===== src/mfvn_pkg.sv =====
package mfvn_pkg;

    localparam int MAX_VERTICES     = 1024;
    localparam int VIDX_W           = $clog2(MAX_VERTICES);
    localparam int INDEX_BITS       = 10;
    localparam int COORD_BITS       = 16;
    localparam int NORMAL_FRAC_BITS = 14;
    localparam int ACCUM_BITS       = 20;
    localparam int NORM_W           = 16;

    localparam int DIFF_W    = COORD_BITS + 1;
    localparam int PROD_W    = 2 * DIFF_W;
    localparam int CROSS_W   = PROD_W + 1;
    localparam int CUT_W     = 30;
    localparam int SHIFT_MAX = CROSS_W - CUT_W;
    localparam int SQ_W      = 2 * CUT_W;
    localparam int SUM_W     = SQ_W + 2;
    localparam int ROOT_W    = SUM_W / 2;
    localparam int ROOT_STEPS = SUM_W / 2;
    localparam int NUM_W     = CUT_W + NORMAL_FRAC_BITS + 1;
    localparam int Q_W       = NORMAL_FRAC_BITS + 1;
    localparam int POS_W     = 3 * COORD_BITS;
    localparam int ACC_W     = 3 * ACCUM_BITS;
    localparam int ASUM_W    = ACCUM_BITS + 1;

    localparam logic [1:0] CMD_LOAD = 2'd0;
    localparam logic [1:0] CMD_TRI  = 2'd1;
    localparam logic [1:0] CMD_READ = 2'd2;
    localparam logic [1:0] CMD_NONE = 2'd3;

    localparam logic KIND_FACE   = 1'b0;
    localparam logic KIND_VERTEX = 1'b1;

    typedef struct packed {
        logic [1:0]                    command;
        logic [INDEX_BITS-1:0]         vertex_index;
        logic signed [COORD_BITS-1:0]  pos_x;
        logic signed [COORD_BITS-1:0]  pos_y;
        logic signed [COORD_BITS-1:0]  pos_z;
        logic [INDEX_BITS-1:0]         corner_a;
        logic [INDEX_BITS-1:0]         corner_b;
        logic [INDEX_BITS-1:0]         corner_c;
    } t_in_req;

    typedef struct packed {
        logic                      result_kind;
        logic signed [NORM_W-1:0]  norm_x;
        logic signed [NORM_W-1:0]  norm_y;
        logic signed [NORM_W-1:0]  norm_z;
        logic                      degenerate;
    } t_out_res;

    typedef struct packed {
        logic signed [NORM_W-1:0]  x;
        logic signed [NORM_W-1:0]  y;
        logic signed [NORM_W-1:0]  z;
        logic                      degen;
    } t_norm_res;

endpackage


===== src/mfvn_front.sv =====
module mfvn_front
    import mfvn_pkg::*;
(
    input  logic    i_clk,
    input  logic    i_rst_n,
    input  logic    i_in_valid,
    output logic    o_in_stall,
    input  t_in_req i_in_req,
    input  logic    i_hold,
    output logic    o_q_valid,
    output t_in_req o_q_req,
    input  logic    i_q_pop
);

    t_in_req    r_ent [2];
    logic       r_wp;
    logic       r_rp;
    logic [1:0] r_cnt;
    logic       accept;
    logic       push;
    logic       pop;

    assign o_in_stall = i_hold || (r_cnt == 2'd2);
    assign accept     = i_in_valid && !o_in_stall;
    // drop unknown commands at the door
    assign push       = accept && (i_in_req.command != CMD_NONE);
    assign pop        = i_q_pop && o_q_valid;
    assign o_q_valid  = (r_cnt != 2'd0);
    assign o_q_req    = r_ent[r_rp];

    always_ff @(posedge i_clk) begin
        if (push) begin
            r_ent[r_wp] <= i_in_req;
        end
    end

    always_ff @(posedge i_clk) begin
        if (!i_rst_n) begin
            r_wp  <= 1'b0;
            r_rp  <= 1'b0;
            r_cnt <= 2'd0;
        end else begin
            if (push) begin
                r_wp <= !r_wp;
            end
            if (pop) begin
                r_rp <= !r_rp;
            end
            r_cnt <= r_cnt + 2'(push) - 2'(pop);
        end
    end

endmodule


===== config.mk =====
export PLATFORM = sky130hd
export DESIGN_NAME = mfvn_front
export DESIGN_NICKNAME = d
export VERILOG_FILES = /design/src/mfvn_pkg.sv /design/src/mfvn_front.sv
export SDC_FILE = /design/constraint.sdc
export NUM_CORES = 1
export LEC_CHECK = 0
export BUFFER_PORTS_ARGS = -buffer_cell sky130_fd_sc_hd__buf_4
export CAP_MARGIN = 5
export CORE_MARGIN = 5
export CORE_UTILIZATION = 40
export CTS_CLUSTER_DIAMETER = 120
export CTS_CLUSTER_SIZE = 40
export DETAILED_ROUTE_END_ITERATION = 12
export MAX_ROUTING_LAYER = met4
export PLACE_DENSITY_LB_ADDON = 0.15
export SKIP_CTS_REPAIR_TIMING = 1
export SLEW_MARGIN = 20
export SYNTH_ARGS = -nofsm -noshare
export SYNTH_HDL_FRONTEND = slang
export SYNTH_SLANG_ARGS = --single-unit
export TNS_END_PERCENT = 30

===== constraint.sdc =====
create_clock -name i_clk -period 14.85 [get_ports i_clk]
set_clock_uncertainty 0.05 [all_clocks]
set_input_delay 0 -clock i_clk [delete_from_list [all_inputs] [get_ports i_clk]]
set_output_delay 0 -clock i_clk [all_outputs]
set_load 0.01 [all_outputs]

=== After elaboration in Yosys (flattened, before gate mapping) ===
Memories as Yosys holds them, arrays and structs flattened. A register that Yosys moved wholly into a read port is not among the register bits.
Cells that the tools add are included.

* Register bits: 4
* RAM bits: 180
* Bits of input ports: 95
* Output and inout port bits: 92
* Word-level logic and storage cells: 20
* Memories kept: 1

{| class="wikitable"
|+ Memory list
! memory !! words !! bits a word !! read ports !! clocked after Yosys merged registers in !! write ports !! RTL line !! text
|-
| r_ent || 2 || 90 || 1 || 1 || 1 || mfvn_front.sv:15 || <nowiki>t_in_req r_ent [2];</nowiki>
|}

* $add $sub $neg: 2
* Eq/ne operators: 2
* Multiplexer cells: 4
* Reduce and logical (&&, ||, !) cells: 8

{| class="wikitable"
|+ Operator list
! cell !! number
|-
| two-way mux 1 bit || 4
|-
| logical AND 1 bit || 3
|-
| zero test 1 bit || 3
|-
| adder 2 x 1 -> 2 bit || 1
|-
| == test 2 bit, second input constant || 1
|-
| inequality test 2 bit, second input constant || 1
|-
| nonzero test 2 bit || 1
|-
| subtractor 2 x 1 -> 2 bit || 1
|-
| logical OR 1 bit || 1
|}

=== Depth between registers and ports, before layout ===
* Word-level depth: 7
* Gate-level depth with buffers: 8

=== Least setup slack after synthesis ===
No wires, ideal clock.

* Path type: register to register
* Start point: register r_cnt[0]
* End point: memory r_ent[0][0] (netlist bit), enable pin
* Setup time: 0.540 ns
* Arrival: 4.439 ns
* Data required time: 14.260 ns
* Slack: 9.822 ns
* Stages on the path, launching flop included: 4
* Buffers on the path: 0
* Cell sequence: dfxtp_1 > nand2b_1 > nand4b_1 > nor2_1

* Word-level cells in the longest chain between the ends: 7

{| class="wikitable"
|+ Ends and longest elaborated chain
! what !! RTL line !! text
|-
| from (decl) || mfvn_front.sv:18 || <nowiki>logic [1:0] r_cnt;</nowiki>
|-
| from (signal assigned) || mfvn_front.sv:49 || <nowiki>r_cnt <= r_cnt + 2'(push) - 2'(pop);</nowiki>
|-
| == test 2 bit || mfvn_front.sv:23 || <nowiki>assign o_in_stall = i_hold || (r_cnt == 2'd2);</nowiki>
|-
| logical OR 1 bit || mfvn_front.sv:23 ||
|-
| zero test 1 bit || mfvn_front.sv:24 || <nowiki>assign accept = i_in_valid && !o_in_stall;</nowiki>
|-
| logical AND 1 bit || mfvn_front.sv:24 ||
|-
| logical AND 1 bit || mfvn_front.sv:26 || <nowiki>assign push = accept && (i_in_req.command != CMD_NONE);</nowiki>
|-
| two-way mux 1 bit || mfvn_front.sv:32 || <nowiki>if (push) begin</nowiki>
|-
| two-way mux 1 bit (not written as such) || mfvn_front.sv:33 || <nowiki>r_ent[r_wp] <= i_in_req;</nowiki>
|-
| to (decl) || mfvn_front.sv:15 ||
|}

Every way passes these cells.

=== Final worst setup path ===
* Start point: register r_cnt[0]
* End point: memory r_ent[0][50] (netlist bit), enable pin

The elaborated chain is that of the path after synthesis.

==> reports/qor.csv <==
stage,metric,value,unit
floorplan,die_width,140.4,um
route,first_pass_iters,4,
global_routing,grt-ovfl-total,0,
clock_tree,cts_made_buffers,17,
synth,synth_top_area_cell,edfxtp_1,
floorplan,io_pins,187,
worst_setup_path,crit_top_cell,buf_4,
synth,syn_inst,307,
sta,maxSlewHeadroom,0.5426,
synth,synth.avg_cell_area,22.15,sq um
flow_run,max_cap_viol_count,0,
sta,drv_slew,0,
outcome,status,finished with violations,
worst_setup_path,cp-start-kind,register,
clock_tree,clockBufferDepth,2,
layout,seqCellArea,5509,sq um
sta,max_freq,380.8,MHz
sta,setup_ws,12.22,ns
sta,post-route-period-util,0.1768,
route,drc,0,
layout,final_common_cell,buf_4,
sta,tightest_slew,0.6861,ns
worst_setup_path,critPathKind,register to register,
layout,multi_input_area,1169,sq um
sta,rsz0062_at_grt,false,
worst_setup_path,arrival,2.62,ns
synth,synth_seq_area_share,0.8094,
clock_tree,clkTransAtPathRegs,0.06,ns
route,drt-total-wl,13.72,mm
placed_design,dp_slack,12.19,ns
layout,fill_cells,1249,
synth,ys_types,17,
synth,synth_area_leaders,"edfxtp_1, mux2_2, clkbuf_8, dfxtp_1, xnor2_1",
clock_tree,root_buffer,clkbuf_16,
route,vias,3732,
route,antenna_left,0,
synth,syn_nets,404,
synth,synth_top_area_frac,0.7947,
worst_setup_path,rr_worst_depth,5,
worst_setup_path,cp_slowest_cell,buf_4,
synth,synth_edf_count,180,
route,vias_per_cell,4.486,
worst_setup_path,crit_chain,nand2b_1 > nand4b_1 > nor2_4 > buf_4 > buf_4,
floorplan,core_area,16640,sq um
min_path,hold_path_depth,4,
synth,async_flop_share,0,
floorplan,rows,47,
min_path,min-delay-start,i_q_pop,
sta,final_hold_viol_count,2,
synth,yosys_warnings,0,
synth,synth-main-ff-cell,edfxtp_1,
worst_setup_path,path_delay_family,buffers and inverters,
global_routing,track_usage,0.1364,
worst_setup_path,timing.critical_path.buf_inv,2,
sta,tns,0,ns
worst_setup_path,cp-end-kind,register,
layout,final_core_util,0.5951,
outcome,violations,hold timing,
placed_design,dp_hpwl,8.559,mm
clock_tree,numClockSinks,185,
placed_design,gp_congestion,0.7041,
route,detail_route.iter0.violations,201,
sta,report.final.setup_viol,0,
pwr,peakVddDrop,90.15,uV
min_path,hold_path_class,input pin to register,
pwr,cellLeakagePower,3.664,nW
worst_setup_path,cp.required,14.84,ns
global_routing,grt_pass1_vias,3799,
placed_design,io_buffers,186,
worst_setup_path,max_stage_delay,0.63,ns
worst_setup_path,r2r_setup_slack,12.22,ns
layout,most-common-layout-cells,"buf_4, edfxtp_1, dlygate4sd3_1",
layout,layoutNonFillerInstCount,832,
sta,post-route-min-period,2.626,ns
clock_tree,clk_latency,0.41,ns
floorplan,fp.dieArea,19710,sq um
global_routing,grt_start_max_net_pins,52,
placed_design,dpl.cell_count,708,
floorplan,dieHeight,140.4,um
clock_tree,cts_max_level,4,
min_path,holdPathEnd,r_rp,
synth,ys_ff_latch,185,
layout,nets,695,
global_routing,antenna_found_initial,1,
global_routing,grt_pass1_wl,20.11,mm
worst_setup_path,rr_startpoint,r_cnt[0],
worst_setup_path,cp_max_fo,46,
layout,syn2layout_area_growth,45.60,%
floorplan,start_util,0.4087,
sta,holdWs,-0.01842,ns
clock_tree,cts_tree,built,
synth,syn-cell-area,6802,sq um
layout,drive_gt1_frac,0.5057,
worst_setup_path,rr_endpoint,r_ent[0][50],
pwr,p_per_area,137.6,nW/um^2
route,wl_per_cell,16.49,um
[sequential cells by signal (all words and copies together) (netlist names), named ones only]
| name | flops |
|---|---|
| r_cnt | 2 |
| r_ent | 180 |
| r_rp | 1 |
| r_wp | 1 |
[Yosys cell counts (all sizes together) (2+ instances only)]
cell,instances
clkbuf,9
nand2,3
and2,2
nor2,2
nand2b,2
dfxtp,5
mux2,90
nor2b,2
ha,2
edfxtp,180
xnor2,3
inv,2
[worst max path at each step]
stage	to	slack [ns]	cells after the start	startpoint
floorplan	r_ent[0][0]	9.82	3	r_cnt[0]
global placement	r_ent[1][2]	12.24	5	r_cnt[0]
detailed placement	r_ent[1][51]	12.19	5	r_cnt[0]
CTS	r_ent[1][2]	12.18	5	r_cnt[0]
global route	r_ent[1][35]	12.03	5	r_cnt[0]
finish	r_ent[0][50]	12.22	5	r_cnt[0]
[power by group]
part | total, mW | internal, mW | leakage (nW) | switching (mW)
registers | 0.625 | 0.605 | 1.68 | 0.0199
logic | 0.283 | 0.164 | 1.70 | 0.119
clock network | 0.455 | 0.281 | 0.280 | 0.174
[tightest hold or removal path, delay by kind of cell]
| family | cells | cell delay [ns] |
|---|---|---|
| compound gates | 1 | 0.15 |
| simple gates | 1 | 0.10 |
| buf+inv | 1 | 0.08 |
| xor+xnor | 1 | 0.08 |
[metal layers]
layer  GRT usage  routed length [um]
met1      0.1625                5773
met2      0.2145                6846
met3     0.05181                 924
met4     0.04589                 172
met5           -                   0
[layout make-up]
cell class	instances	share of cell area
well taps	220	0.02780
clock buffers	23	0.04523
diodes	1	0.0002527
inverters	2	0.0007581
multi-input cells	110	0.1180
clock inverters	9	0.01491
flip-flops and latches	185	0.5563
repair buffers	282	0.2368
[cell families (layout without fill, tap and decap cells)]
| group | after synthesis | count (layout) | share of synthesized area |
|---|---|---|---|
| xor+xnor | 3 | 3 | 0.003864 |
| simple gates | 13 | 13 | 0.01049 |
| other cells | 0 | 1 | 0 |
| compound gates | 1 | 1 | 0.001104 |
| mux | 91 | 91 | 0.1505 |
| flops | 185 | 185 | 0.8094 |
| buf+inv | 12 | 316 | 0.02097 |
| fa+ha+maj | 2 | 2 | 0.003679 |
[stage by stage]
step | cell area [sq um] | hold slack [ns] | total power, mW
after global routing | 9903 | 0.0004221 | 1.423
after detailed placement | 8394 | 0.1374 | 0.9046
after floorplan | 6802 | 0.04887 | 0.7890
after global placement | 8394 | 0.1345 | 0.9021
after CTS | 8990 | -0.3068 | 1.361
final | 9903 | -0.01842 | 1.363
Note: power is estimated with default switching activity, not from simulation.
